File: config.mk
export PLATFORM = sky130hd
export DESIGN_NAME = audio_downmix_resample_pcm16_core_flat
export DESIGN_NICKNAME = d
export VERILOG_FILES = /design/src/rtl/core/admx_pkg.sv /design/src/rtl/core/admx_if.sv /design/src/rtl/core/admx_front.sv /design/src/rtl/core/admx_fifo.sv /design/src/rtl/core/admx_seq.sv /design/src/rtl/core/admx_pipe.sv /design/src/rtl/core/audio_downmix_resample_pcm16_core.sv /design/src/flat_wrapper.sv
export SDC_FILE = /design/constraint.sdc
export NUM_CORES = 2
export LEC_CHECK = 0
export BUFFER_PORTS_ARGS = -buffer_cell sky130_fd_sc_hd__buf_4
export CAP_MARGIN = 25
export CORE_ASPECT_RATIO = 0.5
export CORE_MARGIN = 5
export CORE_UTILIZATION = 50
export CTS_CLUSTER_SIZE = 30
export DETAILED_ROUTE_END_ITERATION = 7
export PLACE_DENSITY = 0.72
export RECOVER_POWER = 100
export SYNTH_ARGS = -nofsm -noshare
export SYNTH_HDL_FRONTEND = slang
export SYNTH_SLANG_ARGS = --single-unit
File: constraint.sdc
create_clock -name clk -period 19 [get_ports clk]
set_clock_uncertainty 0.1 [all_clocks]
set_input_delay 1.9 -clock clk [delete_from_list [all_inputs] [get_ports clk]]
set_output_delay 1.9 -clock clk [all_outputs]
set_load 0.1 [all_outputs]
File: src/rtl/core/admx_pkg.sv
// Package for the downmix / resampler core: widths, constants, codes and shared types.
// Used by every other file of the block; depends on nothing.
`default_nettype none

package admx_pkg;

  localparam int SAMPLE_BITS_DEF = 24;
  localparam int MAX_CHANNELS    = 8;
  localparam int PCM_BITS        = 16;
  localparam int QUEUE_DEPTH     = 2;
  localparam int DIV_RADIX_BITS  = 4;

  localparam int CC_W      = 4;
  localparam int STEP_W    = 20;
  localparam int FRAC_W    = 16;
  localparam int POS_W     = 21;
  localparam int MAG_W     = 21;
  localparam int SCALE_W   = 15;
  localparam int CFG_IDX_W = 1;

  localparam logic [CC_W-1:0]    CHAN_RESET  = CC_W'(1);
  localparam logic [CC_W-1:0]    CHAN_MAX    = CC_W'(MAX_CHANNELS);
  localparam logic [STEP_W-1:0]  STEP_RESET  = STEP_W'(65536);
  localparam logic [STEP_W-1:0]  STEP_MIN    = STEP_W'(16384);
  localparam logic [POS_W-1:0]   POS_ONE     = POS_W'(65536);
  localparam logic [MAG_W-1:0]   ONE_Q20     = MAG_W'(1048576);
  localparam logic [SCALE_W-1:0] PCM_POS_SCALE = SCALE_W'(32767);

  typedef enum logic [CFG_IDX_W-1:0] {
    CFG_CHANNEL_COUNT = 1'b0,
    CFG_RESAMPLE_STEP = 1'b1
  } cfg_reg_t;

  typedef enum logic [1:0] {
    FS_IDLE,
    FS_DIV,
    FS_PUSH
  } front_state_t;

  typedef enum logic [1:0] {
    SQ_IDLE,
    SQ_INTERP,
    SQ_REPEAT
  } seq_state_t;

  // Control that travels with each result slot down the back-end pipeline.
  typedef struct packed {
    logic valid;
    logic run_end;
    logic stream_end;
  } slot_flags_t;

endpackage

`default_nettype wire

File: src/rtl/core/admx_if.sv
// Request channels of the downmix / resampler core: multichannel frames in, PCM samples out.
// Depends on admx_pkg for default widths.
`default_nettype none

interface admx_in_if #(
  parameter int SAMPLE_BITS = admx_pkg::SAMPLE_BITS_DEF
);
  logic                          valid;
  logic                          ready;
  logic signed [SAMPLE_BITS-1:0] chan0;
  logic signed [SAMPLE_BITS-1:0] chan1;
  logic signed [SAMPLE_BITS-1:0] chan2;
  logic signed [SAMPLE_BITS-1:0] chan3;
  logic signed [SAMPLE_BITS-1:0] chan4;
  logic signed [SAMPLE_BITS-1:0] chan5;
  logic signed [SAMPLE_BITS-1:0] chan6;
  logic signed [SAMPLE_BITS-1:0] chan7;
  logic                          final_frame;

  modport source (
    output valid, chan0, chan1, chan2, chan3, chan4, chan5, chan6, chan7, final_frame,
    input  ready
  );
  modport sink (
    input  valid, chan0, chan1, chan2, chan3, chan4, chan5, chan6, chan7, final_frame,
    output ready
  );
endinterface

interface admx_out_if;
  logic                                valid;
  logic                                ready;
  logic signed [admx_pkg::PCM_BITS-1:0] pcm_sample;
  logic                                run_end;
  logic                                stream_end;

  modport source (output valid, pcm_sample, run_end, stream_end, input ready);
  modport sink   (input  valid, pcm_sample, run_end, stream_end, output ready);
endinterface

`default_nettype wire

File: src/rtl/core/admx_front.sv
// Front end: takes a frame request, sums the active channels and divides by the channel count.
// Depends on admx_pkg and admx_in_if; hands the mono sample to the queue.
`default_nettype none

module admx_front #(
  parameter int SAMPLE_BITS = admx_pkg::SAMPLE_BITS_DEF
) (
  input  wire logic                         clk,
  input  wire logic                         rst_n,
  admx_in_if.sink                           in_ch,
  input  wire logic [admx_pkg::CC_W-1:0]    chans,
  output logic                              push_valid,
  input  wire logic                         push_ready,
  output logic signed [SAMPLE_BITS-1:0]     push_mono,
  output logic                              push_final
);
  import admx_pkg::*;

  localparam int SUM_W     = SAMPLE_BITS + 3;
  localparam int DIV_STEPS = (SUM_W + DIV_RADIX_BITS - 1) / DIV_RADIX_BITS;
  localparam int PAD_W     = DIV_STEPS * DIV_RADIX_BITS;
  localparam int CNT_W     = $clog2(DIV_STEPS + 1);

  front_state_t state_r, state_nxt;

  logic signed [SAMPLE_BITS-1:0] chan_w [MAX_CHANNELS];
  logic signed [SUM_W-1:0]       sum_w;
  logic [SUM_W-1:0]              mag_w;
  logic                          in_fire;

  logic [PAD_W-1:0]  work_r, work_nxt;
  logic [CC_W-1:0]   rem_r, rem_nxt;
  logic [CNT_W-1:0]  cnt_r;
  logic              neg_r;
  logic              final_r;
  logic [SUM_W-1:0]  quot_w;

  assign chan_w[0] = in_ch.chan0;
  assign chan_w[1] = in_ch.chan1;
  assign chan_w[2] = in_ch.chan2;
  assign chan_w[3] = in_ch.chan3;
  assign chan_w[4] = in_ch.chan4;
  assign chan_w[5] = in_ch.chan5;
  assign chan_w[6] = in_ch.chan6;
  assign chan_w[7] = in_ch.chan7;

  always_comb begin
    sum_w = '0;
    for (int c = 0; c < MAX_CHANNELS; c++) begin
      if (CC_W'(c) < chans) begin
        sum_w = sum_w + SUM_W'(chan_w[c]);
      end
    end
  end

  assign mag_w   = sum_w[SUM_W-1] ? SUM_W'(-sum_w) : SUM_W'(sum_w);
  assign in_fire = in_ch.valid && in_ch.ready;

  // Restoring division, four quotient bits per cycle; the remainder stays below the divisor.
  always_comb begin
    logic [CC_W:0] trial;
    work_nxt = work_r;
    rem_nxt  = rem_r;
    for (int b = 0; b < DIV_RADIX_BITS; b++) begin
      trial = {rem_nxt, work_nxt[PAD_W-1]};
      if (trial >= {1'b0, chans}) begin
        trial = trial - {1'b0, chans};
        work_nxt = {work_nxt[PAD_W-2:0], 1'b1};
      end else begin
        work_nxt = {work_nxt[PAD_W-2:0], 1'b0};
      end
      rem_nxt = trial[CC_W-1:0];
    end
  end

  always_comb begin
    state_nxt = state_r;
    unique case (state_r)
      FS_IDLE: if (in_fire) state_nxt = FS_DIV;
      FS_DIV:  if (cnt_r == '0) state_nxt = FS_PUSH;
      FS_PUSH: if (push_ready) state_nxt = FS_IDLE;
      default: state_nxt = FS_IDLE;
    endcase
  end

  always_comb begin
    in_ch.ready = 1'b0;
    push_valid  = 1'b0;
    unique case (state_r)
      FS_IDLE: in_ch.ready = 1'b1;
      FS_DIV:  ;
      FS_PUSH: push_valid = 1'b1;
      default: ;
    endcase
  end

  always_ff @(posedge clk) begin
    if (!rst_n) begin
      state_r <= FS_IDLE;
    end else begin
      state_r <= state_nxt;
    end
  end

  always_ff @(posedge clk) begin
    if (in_fire) begin
      work_r  <= PAD_W'(mag_w);
      rem_r   <= '0;
      cnt_r   <= CNT_W'(DIV_STEPS - 1);
      neg_r   <= sum_w[SUM_W-1];
      final_r <= in_ch.final_frame;
    end else if (state_r == FS_DIV) begin
      work_r <= work_nxt;
      rem_r  <= rem_nxt;
      cnt_r  <= cnt_r - CNT_W'(1);
    end
  end

  assign quot_w     = work_r[SUM_W-1:0];
  assign push_mono  = neg_r ? SAMPLE_BITS'(-quot_w) : SAMPLE_BITS'(quot_w);
  assign push_final = final_r;

endmodule

`default_nettype wire

File: src/rtl/core/admx_fifo.sv
// Short register queue between the front end and the back end.
// Generic width and depth; no package dependency beyond defaults.
`default_nettype none

module admx_fifo #(
  parameter int WIDTH = 25,
  parameter int DEPTH = admx_pkg::QUEUE_DEPTH
) (
  input  wire logic             clk,
  input  wire logic             rst_n,
  input  wire logic             push_valid,
  output logic                  push_ready,
  input  wire logic [WIDTH-1:0] push_data,
  output logic                  pop_valid,
  input  wire logic             pop_ready,
  output logic [WIDTH-1:0]      pop_data
);
  localparam int PTR_W = (DEPTH > 1) ? $clog2(DEPTH) : 1;
  localparam int CNT_W = $clog2(DEPTH + 1);

  logic [WIDTH-1:0] mem_r [DEPTH];
  logic [PTR_W-1:0] wr_ptr_r, rd_ptr_r;
  logic [CNT_W-1:0] count_r;
  logic             push_fire, pop_fire;

  assign push_ready = (count_r != CNT_W'(DEPTH));
  assign pop_valid  = (count_r != '0);
  assign pop_data   = mem_r[rd_ptr_r];
  assign push_fire  = push_valid && push_ready;
  assign pop_fire   = pop_valid && pop_ready;

  always_ff @(posedge clk) begin
    if (!rst_n) begin
      wr_ptr_r <= '0;
      rd_ptr_r <= '0;
      count_r  <= '0;
    end else begin
      if (push_fire) begin
        wr_ptr_r <= (wr_ptr_r == PTR_W'(DEPTH - 1)) ? '0 : wr_ptr_r + PTR_W'(1);
      end
      if (pop_fire) begin
        rd_ptr_r <= (rd_ptr_r == PTR_W'(DEPTH - 1)) ? '0 : rd_ptr_r + PTR_W'(1);
      end
      if (push_fire && !pop_fire) begin
        count_r <= count_r + CNT_W'(1);
      end else if (pop_fire && !push_fire) begin
        count_r <= count_r - CNT_W'(1);
      end
    end
  end

  always_ff @(posedge clk) begin
    if (push_fire) begin
      mem_r[wr_ptr_r] <= push_data;
    end
  end

endmodule

`default_nettype wire

File: src/rtl/core/admx_seq.sv
// Back-end sequencer: walks the output positions of each mono sample and issues result slots.
// Depends on admx_pkg; feeds admx_pipe.
`default_nettype none

module admx_seq #(
  parameter int SAMPLE_BITS = admx_pkg::SAMPLE_BITS_DEF
) (
  input  wire logic                           clk,
  input  wire logic                           rst_n,
  input  wire logic [admx_pkg::STEP_W-1:0]    step,
  input  wire logic                           pop_valid,
  output logic                                pop_ready,
  input  wire logic signed [SAMPLE_BITS-1:0]  pop_mono,
  input  wire logic                           pop_final,
  input  wire logic                           adv,
  output admx_pkg::slot_flags_t               issue,
  output logic signed [SAMPLE_BITS-1:0]       issue_base,
  output logic signed [SAMPLE_BITS:0]         issue_diff,
  output logic [admx_pkg::FRAC_W-1:0]         issue_frac
);
  import admx_pkg::*;

  seq_state_t state_r, state_nxt;

  logic signed [SAMPLE_BITS-1:0] prev_r, prev_nxt;
  logic signed [SAMPLE_BITS-1:0] cur_r, cur_nxt;
  logic [POS_W-1:0]              pos_r, pos_nxt;
  logic                          have_r, have_nxt;
  logic                          fin_r, fin_nxt;

  logic [POS_W-1:0] pos_sum, pos_wrap, held_wrap;
  logic             sum_past, wrap_past, held_past, held_wrap_past;
  logic             pop_fire;

  assign pos_sum        = pos_r + POS_W'(step);
  assign pos_wrap       = pos_sum - POS_ONE;
  assign held_wrap      = pos_r - POS_ONE;
  assign sum_past       = |pos_sum[POS_W-1:FRAC_W];
  assign wrap_past      = |pos_wrap[POS_W-1:FRAC_W];
  assign held_past      = |pos_r[POS_W-1:FRAC_W];
  assign held_wrap_past = |held_wrap[POS_W-1:FRAC_W];
  assign pop_ready      = (state_r == SQ_IDLE);
  assign pop_fire       = pop_valid && pop_ready;

  always_comb begin
    state_nxt = state_r;
    unique case (state_r)
      SQ_IDLE: begin
        if (pop_fire) begin
          if (!have_r) begin
            state_nxt = pop_final ? SQ_REPEAT : SQ_IDLE;
          end else if (!held_past) begin
            state_nxt = SQ_INTERP;
          end else if (pop_final && !held_wrap_past) begin
            state_nxt = SQ_REPEAT;
          end
        end
      end
      SQ_INTERP: begin
        if (adv && sum_past) begin
          state_nxt = (fin_r && !wrap_past) ? SQ_REPEAT : SQ_IDLE;
        end
      end
      SQ_REPEAT: if (adv && sum_past) state_nxt = SQ_IDLE;
      default:   state_nxt = SQ_IDLE;
    endcase
  end

  always_comb begin
    issue      = '0;
    issue_base = prev_r;
    issue_diff = '0;
    issue_frac = '0;
    prev_nxt   = prev_r;
    cur_nxt    = cur_r;
    pos_nxt    = pos_r;
    have_nxt   = have_r;
    fin_nxt    = fin_r;
    unique case (state_r)
      SQ_IDLE: begin
        if (pop_fire) begin
          cur_nxt = pop_mono;
          fin_nxt = pop_final;
          if (!have_r) begin
            // First sample of a stream is only held.
            have_nxt = 1'b1;
            prev_nxt = pop_mono;
            pos_nxt  = '0;
          end else if (held_past) begin
            // No position falls before this sample.
            prev_nxt = pop_mono;
            if (pop_final && held_wrap_past) begin
              prev_nxt = '0;
              pos_nxt  = '0;
              have_nxt = 1'b0;
            end else begin
              pos_nxt = held_wrap;
            end
          end
        end
      end
      SQ_INTERP: begin
        issue.valid = 1'b1;
        issue_base  = prev_r;
        issue_diff  = (SAMPLE_BITS+1)'(cur_r) - (SAMPLE_BITS+1)'(prev_r);
        issue_frac  = pos_r[FRAC_W-1:0];
        if (sum_past && !(fin_r && !wrap_past)) begin
          issue.run_end    = 1'b1;
          issue.stream_end = fin_r;
        end
        if (adv) begin
          if (!sum_past) begin
            pos_nxt = pos_sum;
          end else if (fin_r && wrap_past) begin
            prev_nxt = '0;
            pos_nxt  = '0;
            have_nxt = 1'b0;
          end else begin
            prev_nxt = cur_r;
            pos_nxt  = pos_wrap;
          end
        end
      end
      SQ_REPEAT: begin
        issue.valid      = 1'b1;
        issue_base       = cur_r;
        issue.run_end    = sum_past;
        issue.stream_end = sum_past;
        if (adv) begin
          if (sum_past) begin
            prev_nxt = '0;
            pos_nxt  = '0;
            have_nxt = 1'b0;
          end else begin
            pos_nxt = pos_sum;
          end
        end
      end
      default: ;
    endcase
  end

  always_ff @(posedge clk) begin
    if (!rst_n) begin
      state_r <= SQ_IDLE;
      prev_r  <= '0;
      pos_r   <= '0;
      have_r  <= 1'b0;
    end else begin
      state_r <= state_nxt;
      prev_r  <= prev_nxt;
      pos_r   <= pos_nxt;
      have_r  <= have_nxt;
    end
  end

  always_ff @(posedge clk) begin
    cur_r <= cur_nxt;
    fin_r <= fin_nxt;
  end

`ifndef SYNTHESIS
  a_stream_end_is_run_end: assert property (@(posedge clk) disable iff (!rst_n)
    issue.valid && issue.stream_end |-> issue.run_end)
    else $error("stream end issued without run end");

  a_stream_end_clears: assert property (@(posedge clk) disable iff (!rst_n)
    adv && issue.valid && issue.stream_end |=> !have_r && state_r == SQ_IDLE)
    else $error("stream state not cleared after its last result");

  a_first_sample_held: assert property (@(posedge clk) disable iff (!rst_n)
    pop_fire && !have_r |=> have_r)
    else $error("first sample of a stream not held");

  a_no_issue_when_idle: assert property (@(posedge clk) disable iff (!rst_n)
    state_r == SQ_IDLE |-> !issue.valid)
    else $error("result slot issued while idle");
`endif

endmodule

`default_nettype wire

File: src/rtl/core/admx_pipe.sv
// Back-end datapath: interpolates, clamps and scales each issued slot to 16-bit PCM.
// Depends on admx_pkg and admx_out_if; the last stage is the output register.
`default_nettype none

module admx_pipe #(
  parameter int SAMPLE_BITS = admx_pkg::SAMPLE_BITS_DEF
) (
  input  wire logic                           clk,
  input  wire logic                           rst_n,
  input  wire admx_pkg::slot_flags_t          issue,
  input  wire logic signed [SAMPLE_BITS-1:0]  issue_base,
  input  wire logic signed [SAMPLE_BITS:0]    issue_diff,
  input  wire logic [admx_pkg::FRAC_W-1:0]    issue_frac,
  output logic                                adv,
  admx_out_if.source                          out_ch
);
  import admx_pkg::*;

  localparam int P_W = SAMPLE_BITS + 1 + FRAC_W + 1;
  localparam int V_W = (SAMPLE_BITS + 2 > MAG_W + 1) ? SAMPLE_BITS + 2 : MAG_W + 1;
  localparam int PP_W = MAG_W + SCALE_W;

  slot_flags_t s1_f_r, s2_f_r, s3_f_r, s4_f_r;

  logic signed [SAMPLE_BITS-1:0] s1_base_r, s2_base_r;
  logic signed [SAMPLE_BITS:0]   s1_diff_r;
  logic [FRAC_W-1:0]             s1_frac_r;
  logic signed [P_W-1:0]         s2_prod_r;
  logic                          s3_neg_r, s4_neg_r;
  logic [MAG_W-1:0]              s3_mag_r;
  logic [PP_W-1:0]               s4_pprod_r;
  logic [PCM_BITS-1:0]           s4_nmag_r;

  logic                          out_valid_r, run_end_r, stream_end_r;
  logic signed [PCM_BITS-1:0]    pcm_r;

  logic signed [V_W-1:0]         v_w, clamp_w;
  logic signed [V_W-1:0]         one_v;

  assign adv   = !out_valid_r || out_ch.ready;
  assign one_v = V_W'(ONE_Q20);

  // prev*(1-f) + cur*f == prev + (cur-prev)*f, floored by the arithmetic shift.
  always_comb begin
    v_w = V_W'(s2_base_r) + V_W'(s2_prod_r >>> FRAC_W);
    if (v_w > one_v) begin
      clamp_w = one_v;
    end else if (v_w < -one_v) begin
      clamp_w = -one_v;
    end else begin
      clamp_w = v_w;
    end
  end

  always_ff @(posedge clk) begin
    if (!rst_n) begin
      s1_f_r      <= '0;
      s2_f_r      <= '0;
      s3_f_r      <= '0;
      s4_f_r      <= '0;
      out_valid_r <= 1'b0;
    end else if (adv) begin
      s1_f_r      <= issue;
      s2_f_r      <= s1_f_r;
      s3_f_r      <= s2_f_r;
      s4_f_r      <= s3_f_r;
      out_valid_r <= s4_f_r.valid;
    end
  end

  always_ff @(posedge clk) begin
    if (adv) begin
      s1_base_r <= issue_base;
      s1_diff_r <= issue_diff;
      s1_frac_r <= issue_frac;

      s2_base_r <= s1_base_r;
      s2_prod_r <= s1_diff_r * $signed({1'b0, s1_frac_r});

      s3_neg_r  <= clamp_w[V_W-1];
      s3_mag_r  <= clamp_w[V_W-1] ? MAG_W'(-clamp_w) : MAG_W'(clamp_w);

      // Negatives scale by 32768 (a shift), positives by 32767.
      s4_neg_r   <= s3_neg_r;
      s4_nmag_r  <= s3_mag_r[MAG_W-1:MAG_W-PCM_BITS];
      s4_pprod_r <= s3_mag_r * PCM_POS_SCALE;

      pcm_r        <= s4_neg_r ? PCM_BITS'(-s4_nmag_r)
                               : s4_pprod_r[PP_W-1:PP_W-PCM_BITS];
      run_end_r    <= s4_f_r.run_end;
      stream_end_r <= s4_f_r.stream_end;
    end
  end

  assign out_ch.valid      = out_valid_r;
  assign out_ch.pcm_sample = pcm_r;
  assign out_ch.run_end    = run_end_r;
  assign out_ch.stream_end = stream_end_r;

endmodule

`default_nettype wire

File: src/rtl/core/audio_downmix_resample_pcm16_core.sv
// Each frame is taken while the front is idle, its active channels summed as it is taken, then
// divided in radix-16 steps of four quotient bits each and handed off once the queue has room.
// The front takes no new frame until then. A frame's PCM requests leave one per cycle while
// out_ch.ready is high; a frame yields 0 to 8 results, and a two-entry queue lets the front
// divide the next frame meanwhile. rst_n is synchronous, active low: it sets channel_count
// to 1 and resample_step to 65536 and drops the held sample and position.
`default_nettype none

module audio_downmix_resample_pcm16_core #(
  parameter int SAMPLE_BITS = admx_pkg::SAMPLE_BITS_DEF
) (
  input  wire logic                              clk,
  input  wire logic                              rst_n,
  admx_in_if.sink                                in_ch,
  admx_out_if.source                             out_ch,
  input  wire logic                              cfg_we,
  input  wire logic [admx_pkg::CFG_IDX_W-1:0]    cfg_index,
  input  wire logic [admx_pkg::STEP_W-1:0]       cfg_wdata
);
  import admx_pkg::*;

  localparam int Q_W = SAMPLE_BITS + 1;

  // Configuration registers; the user writes them only while the block is idle; not enforced.
  logic [CC_W-1:0]   channel_count_r;
  logic [STEP_W-1:0] resample_step_r;

  // Register values as the datapath uses them: a zero count reads as one, counts above
  // the channel limit and steps below a quarter sample saturate.
  logic [CC_W-1:0]   chans_eff;
  logic [STEP_W-1:0] step_eff;

  // Front-to-queue and queue-to-sequencer requests.
  logic                          push_valid, push_ready, push_final;
  logic signed [SAMPLE_BITS-1:0] push_mono;
  logic                          pop_valid, pop_ready;
  logic [Q_W-1:0]                pop_data;

  // Sequencer-to-datapath result slots.
  slot_flags_t                   issue;
  logic signed [SAMPLE_BITS-1:0] issue_base;
  logic signed [SAMPLE_BITS:0]   issue_diff;
  logic [FRAC_W-1:0]             issue_frac;
  logic                          adv;

  always_ff @(posedge clk) begin
    if (!rst_n) begin
      channel_count_r <= CHAN_RESET;
      resample_step_r <= STEP_RESET;
    end else if (cfg_we) begin
      unique case (cfg_reg_t'(cfg_index))
        CFG_CHANNEL_COUNT: channel_count_r <= cfg_wdata[CC_W-1:0];
        CFG_RESAMPLE_STEP: resample_step_r <= cfg_wdata;
        default: ;
      endcase
    end
  end

  always_comb begin
    if (channel_count_r == '0) begin
      chans_eff = CC_W'(1);
    end else if (channel_count_r > CHAN_MAX) begin
      chans_eff = CHAN_MAX;
    end else begin
      chans_eff = channel_count_r;
    end
    step_eff = (resample_step_r < STEP_MIN) ? STEP_MIN : resample_step_r;
  end

  // Front end: channel sum and iterative divide to one mono sample per frame.
  admx_front #(.SAMPLE_BITS(SAMPLE_BITS)) u_front (
    .clk        (clk),
    .rst_n      (rst_n),
    .in_ch      (in_ch),
    .chans      (chans_eff),
    .push_valid (push_valid),
    .push_ready (push_ready),
    .push_mono  (push_mono),
    .push_final (push_final)
  );

  // Queue of mono samples, each with its end-of-stream mark.
  admx_fifo #(.WIDTH(Q_W), .DEPTH(QUEUE_DEPTH)) u_fifo (
    .clk        (clk),
    .rst_n      (rst_n),
    .push_valid (push_valid),
    .push_ready (push_ready),
    .push_data  ({push_final, push_mono}),
    .pop_valid  (pop_valid),
    .pop_ready  (pop_ready),
    .pop_data   (pop_data)
  );

  // Back end: position stepping over the held and current sample.
  admx_seq #(.SAMPLE_BITS(SAMPLE_BITS)) u_seq (
    .clk        (clk),
    .rst_n      (rst_n),
    .step       (step_eff),
    .pop_valid  (pop_valid),
    .pop_ready  (pop_ready),
    .pop_mono   (pop_data[SAMPLE_BITS-1:0]),
    .pop_final  (pop_data[Q_W-1]),
    .adv        (adv),
    .issue      (issue),
    .issue_base (issue_base),
    .issue_diff (issue_diff),
    .issue_frac (issue_frac)
  );

  // Back end: interpolation, clamp and PCM scaling, ending in the output register.
  admx_pipe #(.SAMPLE_BITS(SAMPLE_BITS)) u_pipe (
    .clk        (clk),
    .rst_n      (rst_n),
    .issue      (issue),
    .issue_base (issue_base),
    .issue_diff (issue_diff),
    .issue_frac (issue_frac),
    .adv        (adv),
    .out_ch     (out_ch)
  );

endmodule

`default_nettype wire
File: src/flat_wrapper.sv
// flat-port wrapper written by rule: the top's interface ports become plain ports
module audio_downmix_resample_pcm16_core_flat import admx_pkg::*;
#(
  parameter int SAMPLE_BITS = admx_pkg::SAMPLE_BITS_DEF
)
  (clk, rst_n, cfg_we, cfg_index, cfg_wdata, in_ch_valid, in_ch_chan0, in_ch_chan1, in_ch_chan2, in_ch_chan3, in_ch_chan4, in_ch_chan5, in_ch_chan6, in_ch_chan7, in_ch_final_frame, in_ch_ready, out_ch_valid, out_ch_pcm_sample, out_ch_run_end, out_ch_stream_end, out_ch_ready);
  admx_in_if #(.SAMPLE_BITS(SAMPLE_BITS)) in_ch_i ();
  admx_out_if out_ch_i ();
  input  wire logic clk;
  input  wire logic rst_n;
  input  wire logic cfg_we;
  input  wire logic [admx_pkg::CFG_IDX_W-1:0] cfg_index;
  input  wire logic [admx_pkg::STEP_W-1:0] cfg_wdata;
  input wire logic [$bits(in_ch_i.valid)-1:0] in_ch_valid;
  input wire logic [$bits(in_ch_i.chan0)-1:0] in_ch_chan0;
  input wire logic [$bits(in_ch_i.chan1)-1:0] in_ch_chan1;
  input wire logic [$bits(in_ch_i.chan2)-1:0] in_ch_chan2;
  input wire logic [$bits(in_ch_i.chan3)-1:0] in_ch_chan3;
  input wire logic [$bits(in_ch_i.chan4)-1:0] in_ch_chan4;
  input wire logic [$bits(in_ch_i.chan5)-1:0] in_ch_chan5;
  input wire logic [$bits(in_ch_i.chan6)-1:0] in_ch_chan6;
  input wire logic [$bits(in_ch_i.chan7)-1:0] in_ch_chan7;
  input wire logic [$bits(in_ch_i.final_frame)-1:0] in_ch_final_frame;
  output wire logic [$bits(in_ch_i.ready)-1:0] in_ch_ready;
  output wire logic [$bits(out_ch_i.valid)-1:0] out_ch_valid;
  output wire logic [$bits(out_ch_i.pcm_sample)-1:0] out_ch_pcm_sample;
  output wire logic [$bits(out_ch_i.run_end)-1:0] out_ch_run_end;
  output wire logic [$bits(out_ch_i.stream_end)-1:0] out_ch_stream_end;
  input wire logic [$bits(out_ch_i.ready)-1:0] out_ch_ready;
  assign in_ch_i.valid = in_ch_valid;
  assign in_ch_i.chan0 = in_ch_chan0;
  assign in_ch_i.chan1 = in_ch_chan1;
  assign in_ch_i.chan2 = in_ch_chan2;
  assign in_ch_i.chan3 = in_ch_chan3;
  assign in_ch_i.chan4 = in_ch_chan4;
  assign in_ch_i.chan5 = in_ch_chan5;
  assign in_ch_i.chan6 = in_ch_chan6;
  assign in_ch_i.chan7 = in_ch_chan7;
  assign in_ch_i.final_frame = in_ch_final_frame;
  assign in_ch_ready = in_ch_i.ready;
  assign out_ch_valid = out_ch_i.valid;
  assign out_ch_pcm_sample = out_ch_i.pcm_sample;
  assign out_ch_run_end = out_ch_i.run_end;
  assign out_ch_stream_end = out_ch_i.stream_end;
  assign out_ch_i.ready = out_ch_ready;
  audio_downmix_resample_pcm16_core #(.SAMPLE_BITS(SAMPLE_BITS)) u_core (.clk(clk), .rst_n(rst_n), .in_ch(in_ch_i), .out_ch(out_ch_i), .cfg_we(cfg_we), .cfg_index(cfg_index), .cfg_wdata(cfg_wdata));
endmodule
==> reports/qor.txt <==
Status - complete, but fails checks
Violated checks - capacitance limit, slew limit
Post-synthesis net count - 7124
Core area - 105000 um2
Longest Clk Path Bufs - 3
CTS H-tree lvls - 2
Worst slew pin tran - 4.50 ns
Crit path max-delay cell type - clkbuf_1
Setup Crit Path Kind - flop to flop
Number of port buffers - 238
Vias per inst - 5.81
Hold_buf cts - 0
Final cycle utilization of the critical path - 0.858
Worst reg-to-reg path cell count - 58
Endpoints failing setup - 0
Yosys reg bits - 392
YS warnings - 0
Max FO, Critical Path - 39
CP max stage delay - 1.69 ns
Main combinational cell family by area after synthesis - adder cells
Max frequency - 61.4 MHz
Routed len/inst - 19.4 um
Adder-cell area share of the yosys netlist - 0.323
CTS tree - built
Post-synthesis sequential area ratio - 0.205
Largest net degree at the start of global routing - 116
Top delay family on crit path - compound AO/OA/AOI/OAI gates
Via count - 43184
Clk Tree Root Cell - clkbuf_16
Syn_area_per_cell - 8.95 um2
CTS sink cnt - 392
Leak pwr - 25.6 nW
Crit path arrival time - 16.47 ns
Post-cts resize count - 0
R2R Path End - u_core.u_front.work_r[17]
Initial antenna violation count - 7
Hold WC Path Type - flop to flop
Slew headroom - -2.02
Synth Area in XOR/XNOR - 0.0461
Global route overflow - 0
Power Dens Cells - 159 nW/um2
WP buf/inv - 6
Top-area cell type share of the netlist area - 0.210
Tmin final - 16.30 ns
Worst EP required - 19.17 ns
Setup bufs post-CTS - 0
CP endpoint kind - flop
Final Hold Viols - 0
Number of global-route vias before repair - 43818
R2R Setup Slk - 2.70 ns
Min-delay src - u_core.u_pipe.s1_base_r[17]
First-pass GRT wire length - 230 mm
Setup TNS - 0 ns
Placed Area - 55700 um2
Crit path top cell by count - ha_1
X dimension of the die - 469 um
Row count - 84
Post-synth cell types - 112
Pre-CTS setup slack - 3.10 ns
DIE HEIGHT - 239 um
Final HPWL DP - 115 mm
Max IR drop VDD - 0.356 mV
Max-cap violations - 10
Synth Area in Simple Gates - 0.167
EDFF count, synth - 292
Total die area - 112000 um2
Slack of the critical path - 2.70 ns
Mux share of post-synthesis cell area - 0.0204
RD Place Congestion - 0.974
RSZ-0062 raised after global routing - no
Top post-synthesis cells by area - fa_1 21%, edfxtp_1 17%, ha_1 11%
Synth Area in Compound Gates - 0.165
Area grow syn2layout - 8.05%
DR pass1 iterations - 6
First-iteration detailed-routing DRC count - 3380
Cell Area, Synth - 52600 um2
Drt drc - 0
Nets - 7218
GRT Resource Usage Total - 0.254
Design area - 56900 um2
Hold Path Cell Cnt - 0
Post-route ant nets - 0
Initial core utilization - 0.502
CP Launch Type - flop
Share of synthesized registers carrying an async set or reset - 0
CTS Buf Count - 41
Total design power - 9.02 mW
Skew-Pair Late Insertion Delay - 0.59 ns
Top cell type by total area after synthesis - fa_1
Detailed Route WL - 144 mm
Layout cells sized above 1 - 0.0705
R2R Path Start - u_core.channel_count_r[3]
Ys flop type - edfxtp_1
Max-slew violations - 554
Syn Inst Count - 5878
I/O pin cnt - 239
Clock slew at reported path FFs - 0.07 ns
Endpoint, Worst Hold - u_core.u_pipe.s2_base_r[17]
-- cells by family after synthesis --
| logic type | count (synthesis) |
|---|---|
| AND/OR/NAND/NOR | 1814 |
| multiplexers | 100 |
| adder cells (fa/ha/maj) | 1030 |
| AO/OA/AOI/OAI | 1250 |
| buffers and inverters | 1019 |
| flip-flops | 392 |
| XOR/XNOR | 273 |
-- flip-flops by register name, summed over array words and instances (netlist names), 3 cells and up, named ones only --
signal / count
u_core.u_front.cnt_r: 3
u_core.u_seq.prev_r: 24
u_core.u_pipe.s2_prod_r: 26
u_core.u_seq.pos_r: 21
u_core.u_pipe.out_ch.pcm_sample: 16
u_core.u_pipe.s4_pprod_r: 16
u_core.u_pipe.s1_f_r: 3
u_core.u_pipe.s1_base_r: 24
u_core.u_pipe.s1_frac_r: 16
u_core.u_pipe.s2_f_r: 3
u_core.u_pipe.s3_f_r: 3
u_core.u_seq.cur_r: 24
u_core.u_pipe.s4_f_r: 3
u_core.u_pipe.s2_base_r: 24
u_core.u_pipe.s3_mag_r: 21
u_core.u_front.rem_r: 4
u_core.u_front.work_r: 28
u_core.u_pipe.s4_nmag_r: 16
u_core.channel_count_r: 4
u_core.u_fifo.mem_r: 50
u_core.u_pipe.s1_diff_r: 25
u_core.resample_step_r: 20
-- worst reg2reg max path, delay by kind of cell (launching register included) --
kind / cells / cell delay, ns
muxes: 1 / 0.22
AOI/OAI and AO/OA: 26 / 6.43
buffers and inverters: 6 / 3.21
and+or+nand+nor: 13 / 2.12
xor gates and xnor gates: 6 / 1.49
DFF: 1 / 0.31
adders and majority gates: 6 / 2.11
-- synth_stat cells (all sizes together) (77+ instances only) --
| master | count |
|---|---|
| ha | 475 |
| nor3 | 115 |
| a21o | 104 |
| and2 | 231 |
| clkbuf | 210 |
| dfxtp | 100 |
| nand2 | 702 |
| nor2 | 315 |
| inv | 772 |
| nand3 | 88 |
| xnor2 | 179 |
| xor2 | 92 |
| o21a | 77 |
| a21oi | 233 |
| o21ai | 252 |
| edfxtp | 292 |
| fa | 552 |
-- cell type report --
cell class	count	area (um2)
fillers	9344	47900
multi-input cells	4467	38000
flip-flops and latches	392	10800
inverters	774	2910
repair buffers	296	2110
well taps	1419	1780
clock buffers	48	1050
clock inverters	25	231
diodes	7	17.5
-- power breakdown --
| part | total [mW] | switching [mW] | leakage (nW) | internal [mW] |
|---|---|---|---|---|
| registers | 1.53 | 0.195 | 4.01 | 1.34 |
| logic | 6.70 | 3.91 | 21.0 | 2.80 |
| clock network | 0.778 | 0.350 | 0.608 | 0.429 |
| total | 9.02 | 4.45 | 25.6 | 4.57 |
-- worst max-delay path by stage --
stage / start / slack, ns / to / cells past startpoint
after global placement: in_ch_chan1[0] / 3.37 / u_core.u_front.work_r[10] / 60
after CTS: in_ch_chan0[0] / 3.68 / u_core.u_front.work_r[10] / 58
after floorplan: in_ch_chan0[0] / 5.25 / u_core.u_front.work_r[16] / 57
final: u_core.channel_count_r[3] / 2.70 / u_core.u_front.work_r[17] / 58
after global routing: u_core.channel_count_r[3] / 1.50 / u_core.u_front.work_r[21] / 58
after detailed placement: in_ch_chan0[0] / 3.10 / u_core.u_front.work_r[10] / 58
-- metal layers --
layer / part of all wire / track usage / vias to the layer above
li1: - / - / 20324
met1: 0.42 / 0.329 / 21075
met2: 0.48 / 0.438 / 1492
met3: 0.062 / 0.0344 / 293
met4: 0.036 / 0.0927 / 0
met5: 0 / 0 / -
-- stage by stage --
step,hold WS [ns],util,std cells
detailed placement,0.309,0.532,7343
CTS,0.323,0.544,7416
floorplan,0.300,-,5878
global placement,0.302,0.531,7340
finish,0.326,0.543,7428
global route,0.329,0.543,7428
-- cell usage in the layout, fill, tap and decap left out, types with 43 or more instances in the layout --
cell type  count
nand2_1      702
o211ai_1      45
nor2_1       313
o21a_1        77
nand2b_1      57
a31oi_1       56
and2_1       210
o21ai_0      246
and3_1        57
xnor2_1      179
o31ai_1       43
a41o_1        51
inv_1        771
ha_1         475
or3_1         45
a211oi_1      44
buf_4        254
a21oi_1      230
nor2b_1       51
xor2_1        91
clkbuf_1      44
a21o_1       104
edfxtp_1     292
nor3_1       112
nand3_1       87
a21boi_0      57
dfxtp_1       99
fa_1         552
No activity file was read; power rests on OpenSTA's default activity.
